==> config.mk <==
export PLATFORM = sky130hd
export DESIGN_NAME = pulse_distance_ir_frame_decoder_top
export DESIGN_NICKNAME = d
export VERILOG_FILES = /design/src/rtl/core/pdir_pkg.sv /design/src/rtl/core/pdir_front.sv /design/src/rtl/core/pdir_queue.sv /design/src/rtl/core/pdir_back.sv /design/src/rtl/core/pulse_distance_ir_frame_decoder_top.sv
export SDC_FILE = /design/constraint.sdc
export NUM_CORES = 1
export LEC_CHECK = 0
export BUFFER_PORTS_ARGS = -buffer_cell sky130_fd_sc_hd__buf_2
export CAP_MARGIN = 40
export CORE_MARGIN = 1
export CORE_UTILIZATION = 55
export DETAILED_ROUTE_END_ITERATION = 10
export PLACE_DENSITY = 0.69
export SLEW_MARGIN = 20
export SYNTH_ARGS = -nofsm -noshare
export SYNTH_HDL_FRONTEND = slang
export SYNTH_SLANG_ARGS = --single-unit
export TNS_END_PERCENT = 1
==> constraint.sdc <==
create_clock -name clk -period 6.39 [get_ports clk]
set_clock_uncertainty 0.15 [all_clocks]
set_input_delay 1.278 -clock clk [delete_from_list [all_inputs] [get_ports clk]]
set_output_delay 1.278 -clock clk [all_outputs]
set_load 0.01 [all_outputs]
==> src/rtl/core/pdir_pkg.sv <==
`timescale 1ns / 1ps
`default_nettype none
// ----------------------------------------------------------------------------
// pdir_pkg
// Shared types, register indexes, status codes and defaults for the
// pulse-distance IR frame decoder.
// ----------------------------------------------------------------------------
package pdir_pkg;

  localparam int DUR_W     = 15;
  localparam int CODE_W    = 32;
  localparam int STATUS_W  = 2;
  localparam int CFG_IDX_W = 3;
  localparam int SYM_IDX_W = 7;
  localparam int MARGIN_W  = 12;

  localparam int FRAME_SYMBOLS_DEF = 34;
  localparam int MAX_CAPTURE_DEF   = 64;
  localparam int TIME_MARGIN_DEF   = 300;

  localparam logic [CFG_IDX_W-1:0] REG_HEADER_MARK  = 3'd0;
  localparam logic [CFG_IDX_W-1:0] REG_HEADER_SPACE = 3'd1;
  localparam logic [CFG_IDX_W-1:0] REG_ONE_MARK     = 3'd2;
  localparam logic [CFG_IDX_W-1:0] REG_ONE_SPACE    = 3'd3;
  localparam logic [CFG_IDX_W-1:0] REG_ZERO_MARK    = 3'd4;
  localparam logic [CFG_IDX_W-1:0] REG_ZERO_SPACE   = 3'd5;
  localparam logic [CFG_IDX_W-1:0] REG_FOOTER_MARK  = 3'd6;
  localparam logic [CFG_IDX_W-1:0] REG_FOOTER_SPACE = 3'd7;

  localparam logic [DUR_W-1:0] RST_HEADER_MARK  = 15'd9000;
  localparam logic [DUR_W-1:0] RST_HEADER_SPACE = 15'd4500;
  localparam logic [DUR_W-1:0] RST_ONE_MARK     = 15'd560;
  localparam logic [DUR_W-1:0] RST_ONE_SPACE    = 15'd1690;
  localparam logic [DUR_W-1:0] RST_ZERO_MARK    = 15'd560;
  localparam logic [DUR_W-1:0] RST_ZERO_SPACE   = 15'd560;
  localparam logic [DUR_W-1:0] RST_FOOTER_MARK  = 15'd560;
  localparam logic [DUR_W-1:0] RST_FOOTER_SPACE = 15'd0;

  localparam logic [STATUS_W-1:0] STAT_OK       = 2'd0;
  localparam logic [STATUS_W-1:0] STAT_SHORT    = 2'd1;
  localparam logic [STATUS_W-1:0] STAT_MISMATCH = 2'd2;

  localparam logic [CODE_W-1:0] CODE_MSB = 32'h8000_0000;

  // Classified symbol handed from the front to the back.
  typedef struct packed {
    logic hdr_ok;
    logic one_ok;
    logic zero_ok;
    logic ftr_ok;
    logic last;
  } pdir_token_t;

endpackage : pdir_pkg
`default_nettype wire

==> src/rtl/core/pdir_front.sv <==
`timescale 1ns / 1ps
`default_nettype none
// ----------------------------------------------------------------------------
// pdir_front
// Holds the timing registers and classifies each incoming symbol against the
// header, one, zero and footer windows.
// ----------------------------------------------------------------------------
module pdir_front #(
  parameter int TIME_MARGIN = pdir_pkg::TIME_MARGIN_DEF
) (
  input  wire logic                            clk,
  input  wire logic                            rst_n,
  input  wire logic                            in_tvalid,
  output logic                                 in_tready,
  // [0] mark_level, [15:1] mark_duration, [16] space_level, [31:17] space_duration
  input  wire logic [31:0]                     in_tdata,
  input  wire logic                            in_tlast,
  input  wire logic                            cfg_we,
  input  wire logic [pdir_pkg::CFG_IDX_W-1:0]  cfg_index,
  input  wire logic [pdir_pkg::DUR_W-1:0]      cfg_wdata,
  input  wire logic                            q_full,
  output logic                                 q_push,
  output pdir_pkg::pdir_token_t                q_token
);
  import pdir_pkg::*;

  localparam logic [DUR_W:0] MARGIN = (DUR_W+1)'(TIME_MARGIN);

  logic [DUR_W-1:0] hdr_mark_r, hdr_space_r, one_mark_r, one_space_r;
  logic [DUR_W-1:0] zero_mark_r, zero_space_r, ftr_mark_r, ftr_space_r;
  logic             mark_lvl, space_lvl, lvl_ok;
  logic [DUR_W-1:0] mark_dur, space_dur;

  function automatic logic in_window(input logic [DUR_W-1:0] d,
                                     input logic [DUR_W-1:0] e);
    logic [DUR_W:0] dx;
    logic [DUR_W:0] ex;
    dx = {1'b0, d};
    ex = {1'b0, e};
    return (dx < ex + MARGIN) && (dx + MARGIN > ex);
  endfunction

  always_ff @(posedge clk) begin
    if (!rst_n) begin
      hdr_mark_r   <= RST_HEADER_MARK;
      hdr_space_r  <= RST_HEADER_SPACE;
      one_mark_r   <= RST_ONE_MARK;
      one_space_r  <= RST_ONE_SPACE;
      zero_mark_r  <= RST_ZERO_MARK;
      zero_space_r <= RST_ZERO_SPACE;
      ftr_mark_r   <= RST_FOOTER_MARK;
      ftr_space_r  <= RST_FOOTER_SPACE;
    end else if (cfg_we) begin
      unique case (cfg_index)
        REG_HEADER_MARK:  hdr_mark_r   <= cfg_wdata;
        REG_HEADER_SPACE: hdr_space_r  <= cfg_wdata;
        REG_ONE_MARK:     one_mark_r   <= cfg_wdata;
        REG_ONE_SPACE:    one_space_r  <= cfg_wdata;
        REG_ZERO_MARK:    zero_mark_r  <= cfg_wdata;
        REG_ZERO_SPACE:   zero_space_r <= cfg_wdata;
        REG_FOOTER_MARK:  ftr_mark_r   <= cfg_wdata;
        REG_FOOTER_SPACE: ftr_space_r  <= cfg_wdata;
        default:          ;
      endcase
    end
  end

  assign mark_lvl  = in_tdata[0];
  assign mark_dur  = in_tdata[15:1];
  assign space_lvl = in_tdata[16];
  assign space_dur = in_tdata[31:17];
  assign lvl_ok    = !mark_lvl && space_lvl;

  assign in_tready = !q_full;
  assign q_push    = in_tvalid && !q_full;

  always_comb begin
    q_token.hdr_ok  = lvl_ok && in_window(mark_dur, hdr_mark_r)
                             && in_window(space_dur, hdr_space_r);
    q_token.one_ok  = lvl_ok && in_window(mark_dur, one_mark_r)
                             && in_window(space_dur, one_space_r);
    q_token.zero_ok = lvl_ok && in_window(mark_dur, zero_mark_r)
                             && in_window(space_dur, zero_space_r);
    q_token.ftr_ok  = lvl_ok && in_window(mark_dur, ftr_mark_r)
                             && in_window(space_dur, ftr_space_r);
    q_token.last    = in_tlast;
  end

endmodule : pdir_front
`default_nettype wire

==> src/rtl/core/pdir_queue.sv <==
`timescale 1ns / 1ps
`default_nettype none
// ----------------------------------------------------------------------------
// pdir_queue
// Two-entry queue of classified symbols between the front and the back.
// ----------------------------------------------------------------------------
module pdir_queue (
  input  wire logic                  clk,
  input  wire logic                  rst_n,
  input  wire logic                  push,
  input  wire pdir_pkg::pdir_token_t push_token,
  output logic                       full,
  input  wire logic                  pop,
  output logic                       empty,
  output pdir_pkg::pdir_token_t      head_token
);
  import pdir_pkg::*;

  pdir_token_t mem_r [2];
  logic        wr_ptr_r, wr_ptr_nxt;
  logic        rd_ptr_r, rd_ptr_nxt;
  logic [1:0]  count_r, count_nxt;
  logic        do_push, do_pop;

  assign full       = (count_r == 2'd2);
  assign empty      = (count_r == 2'd0);
  assign do_push    = push && !full;
  assign do_pop     = pop && !empty;
  assign head_token = mem_r[rd_ptr_r];

  always_comb begin
    wr_ptr_nxt = wr_ptr_r ^ do_push;
    rd_ptr_nxt = rd_ptr_r ^ do_pop;
    count_nxt  = count_r + {1'b0, do_push} - {1'b0, do_pop};
  end

  always_ff @(posedge clk) begin
    if (!rst_n) begin
      wr_ptr_r <= 1'b0;
      rd_ptr_r <= 1'b0;
      count_r  <= 2'd0;
    end else begin
      wr_ptr_r <= wr_ptr_nxt;
      rd_ptr_r <= rd_ptr_nxt;
      count_r  <= count_nxt;
    end
  end

  always_ff @(posedge clk) begin
    if (do_push) begin
      mem_r[wr_ptr_r] <= push_token;
    end
  end

endmodule : pdir_queue
`default_nettype wire

==> src/rtl/core/pdir_back.sv <==
`timescale 1ns / 1ps
`default_nettype none
// ----------------------------------------------------------------------------
// pdir_back
// Frame sequencer: tracks the symbol position, assembles the code and
// registers one result per capture, or each time MAX_CAPTURE symbols gather.
// ----------------------------------------------------------------------------
module pdir_back #(
  parameter int FRAME_SYMBOLS = pdir_pkg::FRAME_SYMBOLS_DEF,
  parameter int MAX_CAPTURE   = pdir_pkg::MAX_CAPTURE_DEF
) (
  input  wire logic                           clk,
  input  wire logic                           rst_n,
  input  wire logic                           q_empty,
  input  wire pdir_pkg::pdir_token_t          q_head,
  output logic                                q_pop,
  output logic                                out_tvalid,
  input  wire logic                           out_tready,
  // [31:0] frame_code
  output logic [pdir_pkg::CODE_W-1:0]         out_tdata,
  // [1:0] frame_status
  output logic [pdir_pkg::STATUS_W-1:0]       out_tuser
);
  import pdir_pkg::*;

  localparam logic [SYM_IDX_W-1:0] FS      = SYM_IDX_W'(FRAME_SYMBOLS);
  localparam logic [SYM_IDX_W-1:0] FS_LAST = SYM_IDX_W'(FRAME_SYMBOLS - 1);
  localparam logic [SYM_IDX_W-1:0] MAXCAP  = SYM_IDX_W'(MAX_CAPTURE);
  localparam logic [SYM_IDX_W-1:0] IDX_SAT = {SYM_IDX_W{1'b1}};

  logic [SYM_IDX_W-1:0] idx_r, idx_nxt, bit_pos, idx_inc;
  logic [CODE_W-1:0]    acc_r, acc_nxt, acc_upd;
  logic                 mis_r, mis_nxt, mis_upd;
  logic                 out_valid_r, out_valid_nxt;
  logic [CODE_W-1:0]    out_code_r, out_code_nxt;
  logic [STATUS_W-1:0]  out_stat_r, out_stat_nxt;
  logic                 slot_free, emit;

  assign slot_free  = !out_valid_r || out_tready;
  assign q_pop      = !q_empty && slot_free;
  assign out_tvalid = out_valid_r;
  assign out_tdata  = out_code_r;
  assign out_tuser  = out_stat_r;
  assign bit_pos    = idx_r - SYM_IDX_W'(1);
  assign idx_inc    = (idx_r == IDX_SAT) ? IDX_SAT : idx_r + SYM_IDX_W'(1);
  assign emit       = q_head.last || (idx_inc >= MAXCAP);

  always_comb begin
    acc_upd = acc_r;
    mis_upd = mis_r;
    if (!mis_r && idx_r < FS) begin
      priority if (idx_r == '0) begin
        mis_upd = !q_head.hdr_ok;
      end else if (idx_r == FS_LAST) begin
        mis_upd = !q_head.ftr_ok;
      end else if (q_head.one_ok) begin
        if (bit_pos < SYM_IDX_W'(CODE_W)) begin
          acc_upd = acc_r | (CODE_MSB >> bit_pos[4:0]);
        end
      end else begin
        mis_upd = !q_head.zero_ok;
      end
    end
  end

  always_comb begin
    idx_nxt       = idx_r;
    acc_nxt       = acc_r;
    mis_nxt       = mis_r;
    out_valid_nxt = out_valid_r && !out_tready;
    out_code_nxt  = out_code_r;
    out_stat_nxt  = out_stat_r;
    if (q_pop) begin
      if (emit) begin
        idx_nxt       = '0;
        acc_nxt       = '0;
        mis_nxt       = 1'b0;
        out_valid_nxt = 1'b1;
        priority if (idx_inc < FS) begin
          out_code_nxt = '0;
          out_stat_nxt = STAT_SHORT;
        end else if (mis_upd) begin
          out_code_nxt = '0;
          out_stat_nxt = STAT_MISMATCH;
        end else begin
          out_code_nxt = acc_upd;
          out_stat_nxt = STAT_OK;
        end
      end else begin
        idx_nxt = idx_inc;
        acc_nxt = acc_upd;
        mis_nxt = mis_upd;
      end
    end
  end

  always_ff @(posedge clk) begin
    if (!rst_n) begin
      idx_r       <= '0;
      acc_r       <= '0;
      mis_r       <= 1'b0;
      out_valid_r <= 1'b0;
    end else begin
      idx_r       <= idx_nxt;
      acc_r       <= acc_nxt;
      mis_r       <= mis_nxt;
      out_valid_r <= out_valid_nxt;
    end
  end

  always_ff @(posedge clk) begin
    out_code_r <= out_code_nxt;
    out_stat_r <= out_stat_nxt;
  end

endmodule : pdir_back
`default_nettype wire

==> src/rtl/core/pulse_distance_ir_frame_decoder_top.sv <==
`timescale 1ns / 1ps
`default_nettype none
// ----------------------------------------------------------------------------
// pulse_distance_ir_frame_decoder_top
// Decodes captured pulse-distance IR symbols into 32-bit frame codes.
// ----------------------------------------------------------------------------
// Each input transfer carries one symbol; tlast marks the final symbol of a
// capture, and one result transfer with the code and a status follows every
// capture, and also each run of MAX_CAPTURE symbols without tlast. The block
// takes one symbol per clock cycle while the queue is not full: a classifier
// compares the symbol against all four timing windows in the cycle of the
// transfer, a two-entry queue holds the classified symbols, and the frame
// sequencer retires one symbol per cycle while its output register is free
// or being drained. The result is registered once the last symbol leaves the queue.
// ----------------------------------------------------------------------------
module pulse_distance_ir_frame_decoder_top #(
  parameter int FRAME_SYMBOLS = pdir_pkg::FRAME_SYMBOLS_DEF,
  parameter int MAX_CAPTURE   = pdir_pkg::MAX_CAPTURE_DEF,
  parameter int TIME_MARGIN   = pdir_pkg::TIME_MARGIN_DEF
) (
  input  wire logic                           clk,
  input  wire logic                           rst_n,
  input  wire logic                           in_tvalid,
  output logic                                in_tready,
  // [0] mark_level, [15:1] mark_duration, [16] space_level, [31:17] space_duration
  input  wire logic [31:0]                    in_tdata,
  input  wire logic                           in_tlast,
  output logic                                out_tvalid,
  input  wire logic                           out_tready,
  // [31:0] frame_code
  output logic [pdir_pkg::CODE_W-1:0]         out_tdata,
  // [1:0] frame_status
  output logic [pdir_pkg::STATUS_W-1:0]       out_tuser,
  input  wire logic                           cfg_we,
  input  wire logic [pdir_pkg::CFG_IDX_W-1:0] cfg_index,
  input  wire logic [pdir_pkg::DUR_W-1:0]     cfg_wdata
);
  import pdir_pkg::*;

  pdir_token_t push_token, head_token;
  logic        q_push, q_full, q_pop, q_empty;

  pdir_front #(
    .TIME_MARGIN (TIME_MARGIN)
  ) u_front (
    .clk       (clk),
    .rst_n     (rst_n),
    .in_tvalid (in_tvalid),
    .in_tready (in_tready),
    .in_tdata  (in_tdata),
    .in_tlast  (in_tlast),
    .cfg_we    (cfg_we),
    .cfg_index (cfg_index),
    .cfg_wdata (cfg_wdata),
    .q_full    (q_full),
    .q_push    (q_push),
    .q_token   (push_token)
  );

  pdir_queue u_queue (
    .clk        (clk),
    .rst_n      (rst_n),
    .push       (q_push),
    .push_token (push_token),
    .full       (q_full),
    .pop        (q_pop),
    .empty      (q_empty),
    .head_token (head_token)
  );

  pdir_back #(
    .FRAME_SYMBOLS (FRAME_SYMBOLS),
    .MAX_CAPTURE   (MAX_CAPTURE)
  ) u_back (
    .clk        (clk),
    .rst_n      (rst_n),
    .q_empty    (q_empty),
    .q_head     (head_token),
    .q_pop      (q_pop),
    .out_tvalid (out_tvalid),
    .out_tready (out_tready),
    .out_tdata  (out_tdata),
    .out_tuser  (out_tuser)
  );

endmodule : pulse_distance_ir_frame_decoder_top
`default_nettype wire
==> results_dict.tcl, run 1 <==
set metrics [dict create \
    status "complete, no violations" \
    arrival_ns 4.65 \
    initial_core_util 0.561 \
    synth_edf_count 44 \
    grt_usage 0.321 \
    grt_max_degree 71 \
    drc_errors 0 \
    cts_resized 0 \
    cts.sinks 210 \
    power_leakage_uw 0.00671 \
    grt_pass1_vias 12818 \
    first_pass_iters 5 \
    yosys.cell_types.count 68 \
    fmax_mhz 221 \
    cap_viol_max_count 0 \
    yosysTopAreaCellShare 0.213 \
    port_buffers 91 \
    crit_required_ns 6.52 \
    finalSetupTns_ns 0 \
    critical_path_class "in2reg" \
    swShare 0.320 \
    cts_made_buffers 24 \
    wl_per_cell_um 19.8 \
    netlist_instances 1882 \
    min_period_ns 4.52 \
    drt_iter0_drc 1200 \
    max-slew-margin-rel 0.413 \
    seq_power_share 0.386 \
    antenna_found_initial 1 \
    timing.critical_path.from_type "input pin" \
    clk_latency_ns 0.53 \
    crit_fanout 6 \
    finalSetupViolCount 0 \
    fp-row-count 61 \
    min_period_over_period 0.707 \
    yosysWarnings 0 \
    hpwlAfterDp_mm 36.3 \
    end_kind "flip-flop" \
    core_sq_um 27900 \
    htree_levels 1 \
    final_nets 2232 \
    drv_slew 0 \
    p_switching_uw 1270 \
    ctsHoldBuffers 0 \
    routabilityCongestion 0.966 \
    area_growth_pct 9.86 \
    yosys.area.top_type "dfxtp_1" \
    n_fill_cell 2459 \
    clkSlewWorstSetupHoldPaths_ns 0.06 \
    post-cts-setup-buffers 0 \
    vias 13790 \
    ant_nets 0 \
    ys.flop_type "dfxtp_1" \
    p_per_area_nw_per_um2 230 \
    io_pins 92 \
    final_cell_mix "293 x nand2_1, 244 x ha_1, 166 x dfxtp_1" \
    combPwrFrac 0.252 \
    cts_root_buf "clkbuf_16" \
    grt_pass1_wl_mm 71.7 \
    clkPwrFrac 0.362 \
    peakVddDrop_v 0.000204 \
    die_width_um 171 \
    syn_area_sq_um 15600 \
    p_int_uw 2680 \
    rsz0062_at_grt "no" \
    hold_viol 0 \
    worst_pin_slew_ns 0.858 \
    ys_seq_area_frac 0.297 \
    drive_above_1_share 0.0872 \
    hold_path_class "reg2reg" \
    overflow 0 \
    die_y_um 171 \
    syn_nets 2182 \
    syn_area_per_cell_sq_um 8.31 \
    whs_ns 0.312 \
    async_reset_ff_frac 0 \
    ys_ff_latch 210 \
    synthTopCellsByArea "dfxtp_1 21%, ha_1 20%, edfxtp_1 8.5%" \
    die_area_sq_um 29100 \
    clockBufferDepth 3 \
    final_common_cell "nand2_1" \
    vias_per_cell 5.92 \
    cts_tree "done" \
    routed_wl_mm 46.1 \
]
-- per-layer routing --
metal	share of wire	track usage	vias up
met4	0.032	0.107	0
met3	0.067	0.0433	86
met5	0	0	-
met2	0.46	0.534	483
met1	0.44	0.426	6446
li1	-	-	6775
-- final cells by class --
type | instances | area, sq um | area share
Multi-Input combinational cell | 1452 | 10100 | 0.588
Sequential cell | 210 | 4640 | 0.270
Clock buffer | 32 | 692 | 0.0403
Timing Repair Buffer | 107 | 621 | 0.0361
Inverter | 137 | 514 | 0.0299
Tap cell | 378 | 473 | 0.0275
Clock inverter | 12 | 136 | 0.00794
Antenna cell | 1 | 2.50 | 0.000146
-- stage by stage --
step | setup WS, ns | area, sq um | power (uW) | util | cells
2_1_floorplan | 1.86 | 15600 | 2220 | - | 1882
4_1_cts | 1.90 | 17200 | 3960 | 0.616 | 2327
5_1_grt | 1.59 | 17200 | 4140 | 0.617 | 2328
3_3_place_gp | 1.52 | 16300 | 2510 | 0.583 | 2277
3_5_place_dp | 1.37 | 16300 | 2540 | 0.586 | 2283
6_report | 1.87 | 17200 | 3950 | 0.617 | 2329
-- synthesized netlist by cell type (all sizes together), types with 3 or more instances --
master	number
nand2	293
ha	244
dfxtp	166
inv	137
nor2	135
xnor2	99
a21oi	94
a21boi	93
a31oi	64
clkbuf	52
o21ai	47
edfxtp	44
o211ai	43
nand3	40
nand4	38
a21o	31
buf	31
nor3	28
nor2b	24
o21a	18
xor2	16
and2	14
nor4	12
a211oi	11
nand2b	9
a221oi	8
nor3b	7
o22ai	7
a211o	6
and4	6
or3	5
or4	5
mux2i	4
o2111ai	4
o31ai	4
or2	4
a2111oi	3
a221o	3
a22o	3
a31o	3
and3	3
-- sequential cells by signal, indices dropped and copies added, names as in the netlist, named ones only --
register / flops
u_back.acc_r: 32
u_back.idx_r: 7
u_back.mis_r: 1
u_back.out_tdata: 32
u_back.out_tuser: 2
u_back.out_tvalid: 1
u_front.ftr_mark_r: 15
u_front.ftr_space_r: 15
u_front.hdr_mark_r: 15
u_front.hdr_space_r: 15
u_front.one_mark_r: 15
u_front.one_space_r: 15
u_front.zero_mark_r: 15
u_front.zero_space_r: 15
u_queue.count_r: 2
u_queue.mem_r: 10
u_queue.rd_ptr_r: 1
u_queue.wr_ptr_r: 1
-- power groups by stage --
stage,Clock [uW],Combinational [uW],Sequential [uW]
CTS,1450,989,1530
detailed placement,0,982,1550
global route,1490,1110,1540
finish,1430,996,1530
global placement,0,957,1550
floorplan,0,649,1570
-- path summary, 6_finish.rpt --
kind / from / endpoint / slack (ns) / cells past startpoint
min: u_front.hdr_space_r[1] / u_front.hdr_space_r[1] / 0.31 / 2
max reg2reg: u_front.hdr_mark_r[2] / u_queue.mem_r[0][4] / 2.58 / 11
min reg2reg: u_front.hdr_space_r[1] / u_front.hdr_space_r[1] / 0.31 / 2
max: in_tdata[19] / u_queue.mem_r[0][3] / 1.87 / 16
-- worst max-delay path, stage by stage --
cell       delay [ns]
buf_2            0.14
inv_1            0.13
ha_1             0.25
nor2b_1          0.18
o211a_1          0.21
o21ai_0          0.13
nor2_1           0.22
nand3_1          0.12
xnor2_1          0.42
ha_1             0.23
nand4_1          0.13
or4_1            0.53
a21oi_1          0.14
nor3b_1          0.07
o2bb2ai_1        0.12
nor4b_1          0.36
-- logic make-up (layout without fill, tap and decap cells) --
group / after synthesis / in the layout / share of synthesized area
AOI/OAI and AO/OA: 459 / 459 / 0.197
xor gates and xnor gates: 115 / 115 / 0.0644
adders and majority gates: 244 / 244 / 0.195
buffers and inverters: 220 / 288 / 0.0591
DFF: 210 / 210 / 0.297
muxes: 6 / 6 / 0.00472
other: 0 / 1 / 0
and+or+nand+nor: 628 / 628 / 0.182
(Power assumes the default switching activity.)
==> inputs of run 2 (changes only) <==
ABC_AREA = 1   (was not set)
PLACE_DENSITY = 0.72   (was 0.69)
clock period = 3.8 ns   (was 6.39 ns; I/O delays follow)
==> results_dict.tcl, run 2 <==
set metrics [dict create \
    yosysWarnings 0 \
    clk_latency_ns 0.53 \
    worst-path-buf-inv 5 \
    cts_root_buf "clkbuf_16" \
    vias 14600 \
    overflow 0 \
    crit_family "simple AND/OR/NAND/NOR gates" \
    cts_made_buffers 25 \
    initial_core_util 0.562 \
    total_power_uw 6960 \
    syn_area_sq_um 15800 \
    clockBufferDepth 3 \
    vias_per_cell 5.54 \
    slowest_delay_ns 0.31 \
    stdcell_area_sq_um 17500 \
    netlist_instances 2140 \
    first_pass_iters 7 \
    die_area_sq_um 29300 \
    routabilityCongestion 0.935 \
    yosys.area.top_type "dfxtp_1" \
    grt_usage 0.297 \
    htree_levels 1 \
    ys.flop_type "dfxtp_1" \
    wl_met3_mm 2.26 \
    max-slew-margin-rel 0.482 \
    antenna_found_initial 0 \
    peakVddDrop_v 0.000350 \
    dp.cells 2588 \
    ctsHoldBuffers 0 \
    yosysTopAreaCellShare 0.211 \
    core_sq_um 28000 \
    p_per_area_nw_per_um2 398 \
    cts_resized 0 \
    critical_path_class "in2reg" \
    final_nets 2538 \
    ys_seq_area_frac 0.295 \
    yosys.cell_types.count 43 \
    final_cells 2634 \
    whs_ns 0.297 \
    hold_path_class "in2reg" \
    crit_required_ns 4.01 \
    final_common_cell "nand2_1" \
    ys_ff_latch 210 \
    post-cts-setup-buffers 0 \
    crit_fanout 4 \
    hold_viol 0 \
    synth_edf_count 44 \
    drv_slew 0 \
    cap_viol_max_count 0 \
    syn_area_per_cell_sq_um 7.36 \
    hpwlAfterDp_mm 33.2 \
    place_area_sq_um 16700 \
    die_y_um 171 \
    min_period_ns 3.33 \
    die_width_um 171 \
    arrival_ns 3.54 \
    drive_above_1_share 0.0842 \
    yosysMostFrequentCell "nand2_1" \
    fin_ws_ns 0.470 \
    cts_tree "done" \
    wl_met2_mm 19.5 \
    status "complete, no violations" \
    port_buffers 91 \
    clkSlewWorstSetupHoldPaths_ns 0.06 \
    area_growth_pct 10.9 \
    min_period_over_period 0.876 \
    crit_path_frequent_cell "nand2_1" \
    cp_cell_sequence "buf_2, inv_1, ha_1, o21bai_1, nand2_1, a21oi_1, nand4_1, xnor2_1, buf_4, ha_1, inv_1, nor3_1, nor3b_1, nand3_1, nand2_1, nand2_1, inv_1, nand2_1, nor2_1" \
    drt_iter0_drc 1123 \
    end_kind "flip-flop" \
    syn_nets 2440 \
    cts.sinks 210 \
    dpl_worst_slack_ns -0.00855 \
    wl_per_cell_um 16.3 \
    finalSetupViolCount 0 \
    routed_wl_mm 43.0 \
    async_reset_ff_frac 0 \
    grt_pass1_vias 13506 \
    timing.critical_path.from_type "input pin" \
    synthTopCellsByArea "dfxtp_1 21%, ha_1 19%, nand2_1 9.7%" \
    io_pins 92 \
    fmax_mhz 300 \
    wl_met1_mm 19.6 \
    rsz0062_at_grt "no" \
    power_leakage_uw 0.00794 \
    slowest_stage "ha_1" \
    final_cell_mix "406 x nand2_1, 293 x inv_1, 244 x ha_1" \
    worst_pin_slew_ns 0.778 \
    drc_errors 0 \
    netlist_top_cells_count "406 x nand2_1, 293 x inv_1, 244 x ha_1" \
    ant_nets 0 \
    grt_pass1_wl_mm 69.1 \
    n_antenna_cell 0 \
    top_layer "met4" \
    grt_max_degree 84 \
    fp-row-count 61 \
]
[run 2: area by class of cell]
type                    instances  area, sq um
clock buffers                  40          752
clock inverters                 5         53.8
fillers                      2597        10500
inverters                     304         1140
multi-input cells            1577         9730
flip-flops and latches        210         4640
well taps                     378          473
repair buffers                120          676
[run 2: where the power goes]
part | switching, uW | leakage [uW] | internal, uW | total (uW)
Clock | 946 | 0.000398 | 1410 | 2360
Sequential | 84.3 | 0.00176 | 2500 | 2590
Combinational | 1350 | 0.00578 | 666 | 2020
[run 2: path summary, 6_finish.rpt]
kind | from | cells past startpoint | end | slack, ns
worst max-delay path | in_tdata[3] | 19 | u_queue.mem_r[1][1] | 0.47
worst min register to register | u_front.ftr_space_r[1] | 2 | u_front.ftr_space_r[1] | 0.31
worst max register to register | u_front.one_mark_r[2] | 17 | u_queue.mem_r[0][3] | 0.69
worst min-delay path | in_tlast | 1 | u_queue.mem_r[1][0] | 0.30
[run 2: worst register-to-register path, stage by stage, from the launching register on]
cell	delay (ns)
dfxtp_1	0.36
inv_1	0.10
ha_1	0.23
or2_2	0.32
nand2_1	0.11
nand2_1	0.09
nand2_1	0.10
nand2_1	0.09
nor4_1	0.36
xor2_1	0.13
ha_1	0.32
nand2_1	0.05
nor2_1	0.11
nand2_1	0.08
nand2_1	0.10
inv_1	0.05
nand3_1	0.07
nor2_1	0.05
[run 2: metrics by stage]
step                       util  TNS (ns)
after floorplan               -         0
after global placement    0.595         0
after detailed placement  0.595   -0.0171
after CTS                 0.624         0
after global routing      0.624         0
final                     0.624         0
[run 2: cell families after synthesis]
| family | Yosys count | synth area share |
|---|---|---|
| AND/OR/NAND/NOR | 769 | 0.210 |
| AO/OA/AOI/OAI | 468 | 0.160 |
| buffers and inverters | 353 | 0.0871 |
| adder cells (fa/ha/maj) | 244 | 0.194 |
| flip-flops | 210 | 0.295 |
| XOR/XNOR | 96 | 0.0543 |
[run 2: layer usage]
metal	track usage	vias up
li1	-	7365
met1	0.387	6697
met2	0.501	446
met3	0.0357	92
met4	0.116	0
met5	0	-
